--- config.mk ---
export PLATFORM = sky130hd
export DESIGN_NAME = ternary_packed_row_dot
export DESIGN_NICKNAME = d
export VERILOG_FILES = /design/src/rtl/tpr_pkg.sv /design/src/rtl/tpr_lane.sv /design/src/rtl/tpr_accum.sv /design/src/rtl/tpr_out_fifo.sv /design/src/rtl/ternary_packed_row_dot.sv
export VERILOG_INCLUDE_DIRS = /design/src /design/src/rtl
export SDC_FILE = /design/constraint.sdc
export NUM_CORES = 1
export LEC_CHECK = 0
export ABC_AREA = 1
export BUFFER_PORTS_ARGS = -buffer_cell sky130_fd_sc_hd__buf_2
export CAP_MARGIN = 20
export CORE_MARGIN = 1.5
export CORE_UTILIZATION = 30
export DETAILED_ROUTE_END_ITERATION = 7
export GPL_ROUTABILITY_DRIVEN = 0
export REMOVE_ABC_BUFFERS = 1
export SYNTH_ARGS = -nofsm -noshare
export SYNTH_HDL_FRONTEND = slang
export SYNTH_HIERARCHICAL = 1
export SYNTH_SLANG_ARGS = --single-unit
--- constraint.sdc ---
create_clock -name clock -period 9.7 [get_ports clock]
set_clock_uncertainty 0.05 [all_clocks]
set_input_delay 0.485 -clock clock [delete_from_list [all_inputs] [get_ports clock]]
set_output_delay 0.485 -clock clock [all_outputs]
set_load 0.1 [all_outputs]
--- src/rtl/ternary_packed_row_dot_defines.svh ---
// ----------------------------------------------------------------------------
// ternary_packed_row_dot assertion macros
// shared concurrent assertion forms for the ternary row dot product block
// ----------------------------------------------------------------------------
`ifndef TERNARY_PACKED_ROW_DOT_DEFINES_SVH
`define TERNARY_PACKED_ROW_DOT_DEFINES_SVH

// same-cycle implication, checked outside reset
`define TPR_ASSERT_NOW(lbl, clk, rst, ante, cons) \
   lbl: assert property (@(posedge clk) disable iff (rst) (ante) |-> (cons)) \
      else $error("tpr check failed");

// next-cycle implication, checked outside reset
`define TPR_ASSERT_NEXT(lbl, clk, rst, ante, cons) \
   lbl: assert property (@(posedge clk) disable iff (rst) (ante) |=> (cons)) \
      else $error("tpr check failed");

`endif

--- src/rtl/tpr_pkg.sv ---
// ----------------------------------------------------------------------------
// tpr_pkg
// types and constants of the ternary packed row dot product block
// ----------------------------------------------------------------------------
`default_nettype none

package tpr_pkg;

   localparam int LANES     = 4;
   localparam int ACT_WIDTH = 16;
   localparam int MAX_ROWS  = 4096;
   localparam int ACC_W     = 32;
   localparam int ROW_W     = 12;
   localparam int ROW_NEXT_W = 17;
   localparam int LANE_W    = ACT_WIDTH + 1;
   localparam int DELTA_W   = ACT_WIDTH + 3;
   localparam int CODE_W    = 2;

   localparam int FIFO_DEPTH = 3;
   localparam int PTR_W      = 2;
   localparam int CNT_W      = 2;
   localparam int OCC_W      = 3;

   localparam logic [CODE_W-1:0] CODE_PLUS  = 2'b01;
   localparam logic [CODE_W-1:0] CODE_MINUS = 2'b10;

   localparam logic signed [ACC_W-1:0] ACC_MAX = {1'b0, {(ACC_W-1){1'b1}}};
   localparam logic signed [ACC_W-1:0] ACC_MIN = {1'b1, {(ACC_W-1){1'b0}}};

   typedef logic signed [ACT_WIDTH-1:0] act_type;
   typedef logic signed [LANE_W-1:0]    lane_sum_type;

   typedef struct packed {
      logic [7:0] packed_weights;
      act_type    act_lane0;
      act_type    act_lane1;
      act_type    act_lane2;
      act_type    act_lane3;
      logic [2:0] lanes_valid;
      logic       row_end;
      logic       matrix_end;
   } req_type;

   typedef struct packed {
      logic signed [ACC_W-1:0] row_sum;
      logic [ROW_W-1:0]        row_number;
      logic                    sum_clipped;
      logic                    last_row;
   } rsp_type;

   // accumulator side, seen by the flow control
   typedef struct packed {
      logic result_pending;
   } acc_status_type;

   // result queue side, seen by the flow control
   typedef struct packed {
      logic [CNT_W-1:0] count;
   } fifo_status_type;

endpackage

`default_nettype wire

--- src/rtl/tpr_lane.sv ---
// ----------------------------------------------------------------------------
// tpr_lane
// one ternary lane: decodes a 2-bit weight code and signs the activation
// ----------------------------------------------------------------------------
`default_nettype none

module tpr_lane (
   input  wire logic [tpr_pkg::CODE_W-1:0] code,
   input  wire tpr_pkg::act_type           act,
   input  wire logic                       lane_on,
   output tpr_pkg::lane_sum_type           contrib
);

   tpr_pkg::lane_sum_type act_ext;

   assign act_ext = {act[tpr_pkg::ACT_WIDTH-1], act};

   always_comb begin
      contrib = '0;
      if (lane_on) begin
         case (code)
            tpr_pkg::CODE_PLUS:  contrib = act_ext;
            tpr_pkg::CODE_MINUS: contrib = -act_ext;
            default:             contrib = '0;
         endcase
      end
   end

endmodule

`default_nettype wire

--- src/rtl/tpr_accum.sv ---
// ----------------------------------------------------------------------------
// tpr_accum
// merges the lane contributions and keeps the saturating row accumulator
// ----------------------------------------------------------------------------
`default_nettype none
`include "ternary_packed_row_dot_defines.svh"

module tpr_accum (
   input  wire logic                  clock,
   input  wire logic                  reset,
   input  wire logic                  in_valid,
   input  wire tpr_pkg::lane_sum_type lane_sum [tpr_pkg::LANES],
   input  wire logic                  row_end,
   input  wire logic                  matrix_end,
   output tpr_pkg::acc_status_type    status,
   output logic                       push,
   output tpr_pkg::rsp_type           push_data
);

   // merge stage
   logic                                s1_valid_ff, s1_valid_in;
   logic                                s1_row_end_ff, s1_matrix_end_ff;
   logic signed [tpr_pkg::DELTA_W-1:0]  delta_ff, delta_in;

   // accumulate stage
   logic signed [tpr_pkg::ACC_W-1:0]    acc_ff, acc_in;
   logic                                clip_ff, clip_in;
   logic [tpr_pkg::ROW_W-1:0]           row_count_ff, row_count_in;

   logic signed [tpr_pkg::ACC_W:0]      total;
   logic signed [tpr_pkg::ACC_W-1:0]    sat_sum;
   logic                                clip_now;
   logic [tpr_pkg::ROW_NEXT_W-1:0]      row_next;

   always_comb begin
      delta_in = '0;
      for (int i = 0; i < tpr_pkg::LANES; i++) begin
         delta_in = delta_in + tpr_pkg::DELTA_W'($signed(lane_sum[i]));
      end
      s1_valid_in = in_valid;
   end

   always_ff @(posedge clock) begin
      if (reset) begin
         s1_valid_ff <= 1'b0;
      end else begin
         s1_valid_ff <= s1_valid_in;
      end
      if (in_valid) begin
         delta_ff         <= delta_in;
         s1_row_end_ff    <= row_end;
         s1_matrix_end_ff <= matrix_end;
      end
   end

   // one saturation per byte
   always_comb begin
      total = {acc_ff[tpr_pkg::ACC_W-1], acc_ff}
            + {{(tpr_pkg::ACC_W + 1 - tpr_pkg::DELTA_W){delta_ff[tpr_pkg::DELTA_W-1]}},
               delta_ff};
      clip_now = total[tpr_pkg::ACC_W] != total[tpr_pkg::ACC_W-1];
      if (clip_now) begin
         sat_sum = total[tpr_pkg::ACC_W] ? tpr_pkg::ACC_MIN : tpr_pkg::ACC_MAX;
      end else begin
         sat_sum = total[tpr_pkg::ACC_W-1:0];
      end
   end

   always_comb begin
      row_next              = tpr_pkg::ROW_NEXT_W'(row_count_ff) + 1'b1;
      acc_in                = acc_ff;
      clip_in               = clip_ff;
      row_count_in          = row_count_ff;
      push                  = 1'b0;
      push_data.row_sum     = sat_sum;
      push_data.row_number  = row_count_ff;
      push_data.sum_clipped = clip_ff | clip_now;
      push_data.last_row    = s1_matrix_end_ff;
      if (s1_valid_ff) begin
         if (s1_row_end_ff) begin
            push    = 1'b1;
            acc_in  = '0;
            clip_in = 1'b0;
            if (s1_matrix_end_ff ||
                row_next >= tpr_pkg::ROW_NEXT_W'(tpr_pkg::MAX_ROWS)) begin
               row_count_in = '0;
            end else begin
               row_count_in = row_next[tpr_pkg::ROW_W-1:0];
            end
         end else begin
            acc_in  = sat_sum;
            clip_in = clip_ff | clip_now;
         end
      end
      status.result_pending = s1_valid_ff & s1_row_end_ff;
   end

   always_ff @(posedge clock) begin
      if (reset) begin
         acc_ff       <= '0;
         clip_ff      <= 1'b0;
         row_count_ff <= '0;
      end else begin
         acc_ff       <= acc_in;
         clip_ff      <= clip_in;
         row_count_ff <= row_count_in;
      end
   end

   // a closed row leaves a clean accumulator for the next one
   `TPR_ASSERT_NEXT(a_acc_cleared, clock, reset, push, acc_ff == '0)
   `TPR_ASSERT_NEXT(a_clip_cleared, clock, reset, push, !clip_ff)

endmodule

`default_nettype wire

--- src/rtl/tpr_out_fifo.sv ---
// ----------------------------------------------------------------------------
// tpr_out_fifo
// small result queue that decouples the accumulator from the result channel
// ----------------------------------------------------------------------------
`default_nettype none

module tpr_out_fifo (
   input  wire logic                clock,
   input  wire logic                reset,
   input  wire logic                push,
   input  wire tpr_pkg::rsp_type    push_data,
   input  wire logic                pop,
   output tpr_pkg::fifo_status_type status,
   output logic                     out_valid,
   output tpr_pkg::rsp_type         out_data
);

   tpr_pkg::rsp_type              entry_ff [tpr_pkg::FIFO_DEPTH];
   logic [tpr_pkg::PTR_W-1:0]     wr_ptr_ff, wr_ptr_in;
   logic [tpr_pkg::PTR_W-1:0]     rd_ptr_ff, rd_ptr_in;
   logic [tpr_pkg::CNT_W-1:0]     count_ff, count_in;

   function automatic logic [tpr_pkg::PTR_W-1:0] ptr_step(
      input logic [tpr_pkg::PTR_W-1:0] ptr
   );
      if (ptr == tpr_pkg::PTR_W'(tpr_pkg::FIFO_DEPTH - 1)) begin
         return '0;
      end
      return ptr + 1'b1;
   endfunction

   always_comb begin
      wr_ptr_in = push ? ptr_step(wr_ptr_ff) : wr_ptr_ff;
      rd_ptr_in = pop  ? ptr_step(rd_ptr_ff) : rd_ptr_ff;
      count_in  = count_ff;
      if (push && !pop) begin
         count_in = count_ff + 1'b1;
      end else if (pop && !push) begin
         count_in = count_ff - 1'b1;
      end
   end

   always_ff @(posedge clock) begin
      if (reset) begin
         wr_ptr_ff <= '0;
         rd_ptr_ff <= '0;
         count_ff  <= '0;
      end else begin
         wr_ptr_ff <= wr_ptr_in;
         rd_ptr_ff <= rd_ptr_in;
         count_ff  <= count_in;
      end
      if (push) begin
         entry_ff[wr_ptr_ff] <= push_data;
      end
   end

   assign out_valid    = count_ff != '0;
   assign out_data     = entry_ff[rd_ptr_ff];
   assign status.count = count_ff;

endmodule

`default_nettype wire

--- src/rtl/ternary_packed_row_dot.sv ---
// ----------------------------------------------------------------------------
// ternary_packed_row_dot
// streaming ternary row dot product over packed 2-bit weights
// ----------------------------------------------------------------------------
// Takes one weight byte per cycle with its four Q1.15 activations and accepts
// a new beat every cycle while req_stall is low. Four lanes decode the codes
// in parallel and a merge stage sums them into a byte delta; the next stage
// adds that delta to the 32-bit saturating row accumulator, a feedback loop
// through one register that sets the rate. A row result passes the merge
// register and the accumulate stage and is written into a three-entry result
// queue, and rsp_valid then rises; it is taken at an edge with rsp_stall low.
// req_stall rises only when the queue plus a result still in flight would
// fill it, so the input keeps flowing while up to two finished results wait.
`default_nettype none
`include "ternary_packed_row_dot_defines.svh"

module ternary_packed_row_dot (
   input  wire logic             clock,
   input  wire logic             reset,
   input  wire logic             req_valid,
   output logic                  req_stall,
   input  wire tpr_pkg::req_type req_payload,
   output logic                  rsp_valid,
   input  wire logic             rsp_stall,
   output tpr_pkg::rsp_type      rsp_payload
);

   tpr_pkg::act_type         act [tpr_pkg::LANES];
   tpr_pkg::lane_sum_type    lane_sum [tpr_pkg::LANES];
   tpr_pkg::acc_status_type  acc_status;
   tpr_pkg::fifo_status_type fifo_status;
   tpr_pkg::rsp_type         push_data;
   logic                     push;
   logic                     pop;
   logic                     accept;
   logic [tpr_pkg::OCC_W-1:0] occupancy;

   assign act[0] = req_payload.act_lane0;
   assign act[1] = req_payload.act_lane1;
   assign act[2] = req_payload.act_lane2;
   assign act[3] = req_payload.act_lane3;

   // queued results plus the one that may land next cycle
   assign occupancy = tpr_pkg::OCC_W'(fifo_status.count)
                    + tpr_pkg::OCC_W'(acc_status.result_pending);
   assign req_stall = occupancy >= tpr_pkg::OCC_W'(tpr_pkg::FIFO_DEPTH);
   assign accept    = req_valid & ~req_stall;
   assign pop       = rsp_valid & ~rsp_stall;

   for (genvar i = 0; i < tpr_pkg::LANES; i++) begin : g_lane
      tpr_lane u_lane (
         .code    (req_payload.packed_weights[2*i +: tpr_pkg::CODE_W]),
         .act     (act[i]),
         .lane_on (req_payload.lanes_valid > 3'(i)),
         .contrib (lane_sum[i])
      );
   end

   tpr_accum u_accum (
      .clock      (clock),
      .reset      (reset),
      .in_valid   (accept),
      .lane_sum   (lane_sum),
      .row_end    (req_payload.row_end),
      .matrix_end (req_payload.matrix_end),
      .status     (acc_status),
      .push       (push),
      .push_data  (push_data)
   );

   tpr_out_fifo u_out_fifo (
      .clock     (clock),
      .reset     (reset),
      .push      (push),
      .push_data (push_data),
      .pop       (pop),
      .status    (fifo_status),
      .out_valid (rsp_valid),
      .out_data  (rsp_payload)
   );

   // the credit check must keep the queue from ever overflowing
   `TPR_ASSERT_NOW(a_no_overflow, clock, reset, push && !pop,
      fifo_status.count < tpr_pkg::CNT_W'(tpr_pkg::FIFO_DEPTH))
   `TPR_ASSERT_NOW(a_credit_bound, clock, reset, 1'b1,
      occupancy <= tpr_pkg::OCC_W'(tpr_pkg::FIFO_DEPTH))

endmodule

`default_nettype wire
Word-level counts from Yosys, hierarchy flattened
Memory sizes are Yosys's and may differ from the RTL's. A register that Yosys moved wholly into a read port is not among the register bits. Cells that the tools add are included.

Register bits: 73. Bits in writable memories: 138. Input port bits: 81. Output and inout port bits: 48. Logic and storage cells: 83. Memories kept: 1.

Add/sub/neg operators: 14. $lt $le $gt $ge: 6. Equal/unequal tests: 11. Multiplexer cells: 27. Bitwise logic cells: 6. Reductions and logical operators: 8.

Memories: u_out_fifo.entry_ff (words 3, bits a word 46, rd ports 1, clocked after Yosys merged registers in 1, wr ports 1, line tpr_out_fifo.sv:18) `tpr_pkg::rsp_type entry_ff [tpr_pkg::FIFO_DEPTH];`.

Operators with widths (number): $pmux 17 s2 (4); $mux 32 (3); $mux 17 (4); $neg 16->17 (4); $add 32x19->33 (1); $add 18x17->19 (1); $add 19x17->19 (1); $add 17x17->18 (1); $ge 17x13->1 const B (1); $mux 2 (8); $add 12x1->13 const B (1); $eq 2x2->1 const B (6); $mux 12 (1); $eq 2x1->1 const B (4); $mux 1 (7); $add 2x1->2 const B (3); $gt 3x1->1 const B (2); $gt 3x2->1 const B (2); $reduce_bool 2->1 (2); $add 2x1->3 (1); $and 1x1->1 (3); $ge 3x2->1 const B (1); $logic_and 1x1->1 (2); $logic_not 1->1 (2); other kinds (6) (7).

Depth between registers and ports, before layout
Word-level depth: 6. Depth in mapped cells: 22. Depth with buffers taken out: 21.

Modules after synthesis
The synthesis kept the hierarchy.

By module, submodules not included: tpr_accum (instances 1, cells each 977, area an instance 6705.2 sq um, seq. area each 1551.5 sq um); tpr_out_fifo (instances 1, cells each 386, area an instance 5788.1 sq um, seq. area each 4304.1 sq um); tpr_lane (instances 4, cells each 140, area an instance 685.7 sq um, seq. area each 0.0 sq um); ternary_packed_row_dot (instances 1, cells each 16, area an instance 85.1 sq um, seq. area each 0.0 sq um).

Least setup slack after synthesis
OpenSTA, ideal clock, no wires.

Path type: in2reg. Start point: input req_payload[73] in the netlist's numbering. End point: register u_accum/delta_ff[15] in the netlist's numbering (data pin). Setup time: 252 ps. Arrival: 4111 ps. Required time: 9398 ps. Path slack: 5287 ps. Cell stages on the path: 19. Buffers on the path: 1. Path through: inv_1 > ha_1 > nor2_1 > inv_1 > buf_2 > a21oi_1 > fa_1 > fa_1 > ha_1 > inv_1 > fa_1 > o21ai_1 > a21oi_1 > o21ai_2 > a21boi_0 > o21ai_0 > nand2_1 > nand3_1 > nand2_1.

RTL lines: from (decl) (line ternary_packed_row_dot.sv:22) `input wire tpr_pkg::req_type req_payload,`; to (signal assigned) (line tpr_accum.sv:50) `delta_ff <= delta_in;`; to (decl) (line tpr_accum.sv:23) `logic signed [tpr_pkg::DELTA_W-1:0] delta_ff, delta_in;`.

==> reports/qor.csv <==
metric;value;unit
root buffer cell;sky130_fd_sc_hd__clkbuf_16;
post-DP HPWL;29600;um
unique cell type count in the Yosys netlist;48;
post-route ant nets;0;
Yosys top cell area share;31.2;%
static leakage;7.33;nW
synthesized cell area;15300;um^2
post-CTS repair timing setup buffer count;0;
worst supply voltage drop on vdd;0.0970;mV
maximum number of pins on one net before global-route repair;48;
Async SR Flop Fraction;0;%
non-filler instance count after layout;2742;
# setup viols final;0;
crit-path leading delay family;adder cells;
worst-path cell with the longest stage delay;sky130_fd_sc_hd__fa_1;
mean post-synth cell area;7.90;um^2
count of port buffers added during placement;128;
most repeated cell in the gate-level netlist after synthesis;sky130_fd_sc_hd__nand2_1;
number of global-route vias before repair;12800;
most common flop cell mapped by yosys;sky130_fd_sc_hd__edfxtp_1;
simple-gate portion of the synthesized area;26.0;%
list of cells traversed by the critical path;buf_2, inv_1, ha_1, nor2_1, inv_1, a21oi_1, fa_1, fa_1, ha_1, inv_1, fa_1, o21ai_1, a21oi_1, o21ai_2, a21boi_0, o21ai_0, nand2_1, nand3_1, nand2_1;
number of max-cap violations;0;
wire length on met3;1940;um
horizontal die dimension;229;um
leading post-synthesis cells by instance count;531 x sky130_fd_sc_hd__nand2_1, 272 x sky130_fd_sc_hd__inv_1, 188 x sky130_fd_sc_hd__nor2_1;
final core utilization;34.5;%
Routed WL per cell;14.4;um
router iterations before antenna repair;7;
number of pins exceeding their max-slew limit in the final report;0;
area added between synthesis and finish;13.2;%
DR iter-0 viols;805;
post-synthesis adder-cell area fraction;10.1;%
total I/O pin count;129;
class of the tightest hold or removal check;input pin to flip-flop;
Post-route DRC;0;
launch point of the worst reg-to-reg path;u_accum/delta_ff[18];
total instance count after detailed placement;2700;
longest individual stage delay on the worst path;530;ps
clock period minus final worst setup slack;4540;ps
endpoint class of the critical path;flip-flop;
placeable core region;50300;um^2
wire length of the first global-routing pass;64300;um
area of the die;52400;um^2
required time at the worst-slack endpoint;9920;ps
wl on met1;18300;um
clock latency at the later pin of the worst-skew pair;510;ps
layout cells sized above 1;18.3;%
number of enable-type register cells in the synthesized netlist;159;
top routing layer used;met4;
Final nets;2236;
CTS buffer count;23;
Critical Path Start Type;input pin;
status;finished clean;
setup repair after global routing missed its margin;false;
post-synthesis share of cell area spent on xor and xnor gates;2.06;%
met2 routed wirelength;18300;um
vias per inst;4.77;
dominant cells by area after synthesis;sky130_fd_sc_hd__edfxtp_1 31%, sky130_fd_sc_hd__nand2_1 13%, sky130_fd_sc_hd__dfxtp_1 7.1%, sky130_fd_sc_hd__inv_1 6.7%, sky130_fd_sc_hd__a21oi_2 5.7%;
standard-cell row count;82;
Clock Pin Slew Worst Setup and Hold Paths;60;ps
TNS Setup;0;ps
fraction of synthesized area in multiplexers;0;%
number of buffer and inverter instances along the worst setup path;4;
global routing usage summed across all routing layers;14.8;%
Ys Warns;6;
Remaining Overflow, GRT;0;
data arrival time at the worst-slack endpoint;4760;ps
final count of hold timing violations;0;
sequential-to-total area share from yosys stat;38.2;%
chip height;229;um
crit path max fanout;13;
via count;13100;
startpoint of the tightest hold check path;req_payload[0];
maximum buffer depth of the clock tree;3;
TritonCTS clock tree;yes;
areal power density over the cells;180;nW/um^2
period utilization;46.8;%
Total Routed Length;39400;um
largest family of logic cells by synthesized area;simple AND/OR/NAND/NOR gates;
post-CTS resize count;0;
antenna violations before repair;0;
crit path launch;req_payload[73];
Least-Margin Pin Slew;965;ps
library cell with the largest summed area after synthesis;sky130_fd_sc_hd__edfxtp_1;
Gate Count Post-Synth;1939;
worst hold slack after final layout;98.6;ps
initial cell density of the core;30.5;%
number of fill cells;5277;
Achievable Freq;0.220;GHz
slew margin rel.;35.6;%
share of the synthesized area in compound gates (AO/OA/AOI/OAI);14.3;%
Inserted Diodes;0;
register bit total from synthesis;213;
htree depth;1;
clk sinks;213;
number of hold-repair buffers added at the cts stage;0;
startpoint-to-endpoint class of the critical path;input pin to flip-flop;
metrics by stage:
stage / worst slack [ps] / cell area, um^2 / total power, mW
floorplan: 5300 / 15000 / 1.96
global placement: 4790 / 16500 / 2.21
finish: 5160 / 17300 / 3.13
global route: 4830 / 17300 / 3.29
detailed placement: 4620 / 16500 / 2.22
CTS: 5180 / 17300 / 3.15
report_power, final:
part,switching [mW],internal [mW]
registers,0.0267,1.09
logic,0.831,0.259
clock network,0.349,0.577
total,1.21,1.92
placed cells by master (no fill, tap or decap), types with 5 or more instances in the layout:
cell	netlist	final
sky130_fd_sc_hd__nand2_1	531	531
sky130_fd_sc_hd__inv_1	272	270
sky130_fd_sc_hd__nor2_1	188	187
sky130_fd_sc_hd__edfxtp_1	159	159
sky130_fd_sc_hd__a21oi_1	137	137
sky130_fd_sc_hd__buf_2	15	128
sky130_fd_sc_hd__a21oi_2	99	99
sky130_fd_sc_hd__nand3_1	72	72
sky130_fd_sc_hd__ha_1	66	66
sky130_fd_sc_hd__dfxtp_1	54	52
sky130_fd_sc_hd__fa_1	36	36
sky130_fd_sc_hd__nand2_2	35	35
sky130_fd_sc_hd__o21ai_0	32	32
sky130_fd_sc_hd__xor2_1	26	26
sky130_fd_sc_hd__o21ai_1	24	24
sky130_fd_sc_hd__nor2_2	22	23
sky130_fd_sc_hd__clkbuf_16	0	23
sky130_fd_sc_hd__nor2_4	13	13
sky130_fd_sc_hd__nand3b_1	12	12
sky130_fd_sc_hd__nor3_1	13	12
sky130_fd_sc_hd__o211ai_1	10	10
sky130_fd_sc_hd__buf_4	7	10
sky130_fd_sc_hd__xnor2_1	10	10
sky130_fd_sc_hd__inv_2	8	8
sky130_fd_sc_hd__nand4_1	8	8
sky130_fd_sc_hd__o21ai_2	7	7
sky130_fd_sc_hd__nand2_4	6	6
sky130_fd_sc_hd__and2_1	6	6
sky130_fd_sc_hd__a211oi_1	6	6
sky130_fd_sc_hd__o21bai_1	6	6
sky130_fd_sc_hd__nand3_2	5	5
sky130_fd_sc_hd__a31oi_1	5	5
sky130_fd_sc_hd__nor3b_1	5	5
kinds of logic (layout without fill, tap and decap cells):
family	after synthesis	in the layout
simple gates	920	920
compound gates	339	339
buf+inv	329	460
flops	213	213
fa+ha+maj	102	102
xor+xnor	36	36
final timing paths:
| check | end | cells past startpoint | slack, ps |
|---|---|---|---|
| setup / recovery | u_accum/delta_ff[15] | 19 | 5160 |
| hold / removal | u_accum/s1_matrix_end_ff | 1 | 100 |
| setup reg to reg | u_out_fifo/entry_ff[0][26] | 11 | 6480 |
| hold reg to reg | flip-flop | 2 | 410 |
registers in the layout (all words and copies together) (netlist names), named ones only:
register	count
u_accum/acc_ff	32
u_out_fifo/rd_ptr_ff	2
u_out_fifo/status	2
u_out_fifo/wr_ptr_ff	2
u_accum/s1_matrix_end_ff	1
u_accum/clip_ff	1
u_accum/delta_ff	19
u_accum/s1_valid_ff	1
u_accum/s1_row_end_ff	1
u_out_fifo/entry_ff	138
u_accum/row_count_ff	12
final cells by class:
type                            instances  area (um^2)  share of cell area [%]
Clock buffer                           31          646                    3.72
Multi-Input combinational cell       1397         8050                    46.4
Inverter                              280         1050                    6.06
Timing Repair Buffer                  138          716                    4.13
Tap cell                              672          841                    4.85
Clock inverter                         11          176                    1.02
Sequential cell                       213         5860                    33.8
metal layers:
metal  up-vias  global-route usage [%]
met4         0                    3.68
met1      6122                    20.0
met3        60                    1.44
met2       389                    25.4
met5         -                       0
li1       6507                       -
Power figures use the tool's default switching activity.
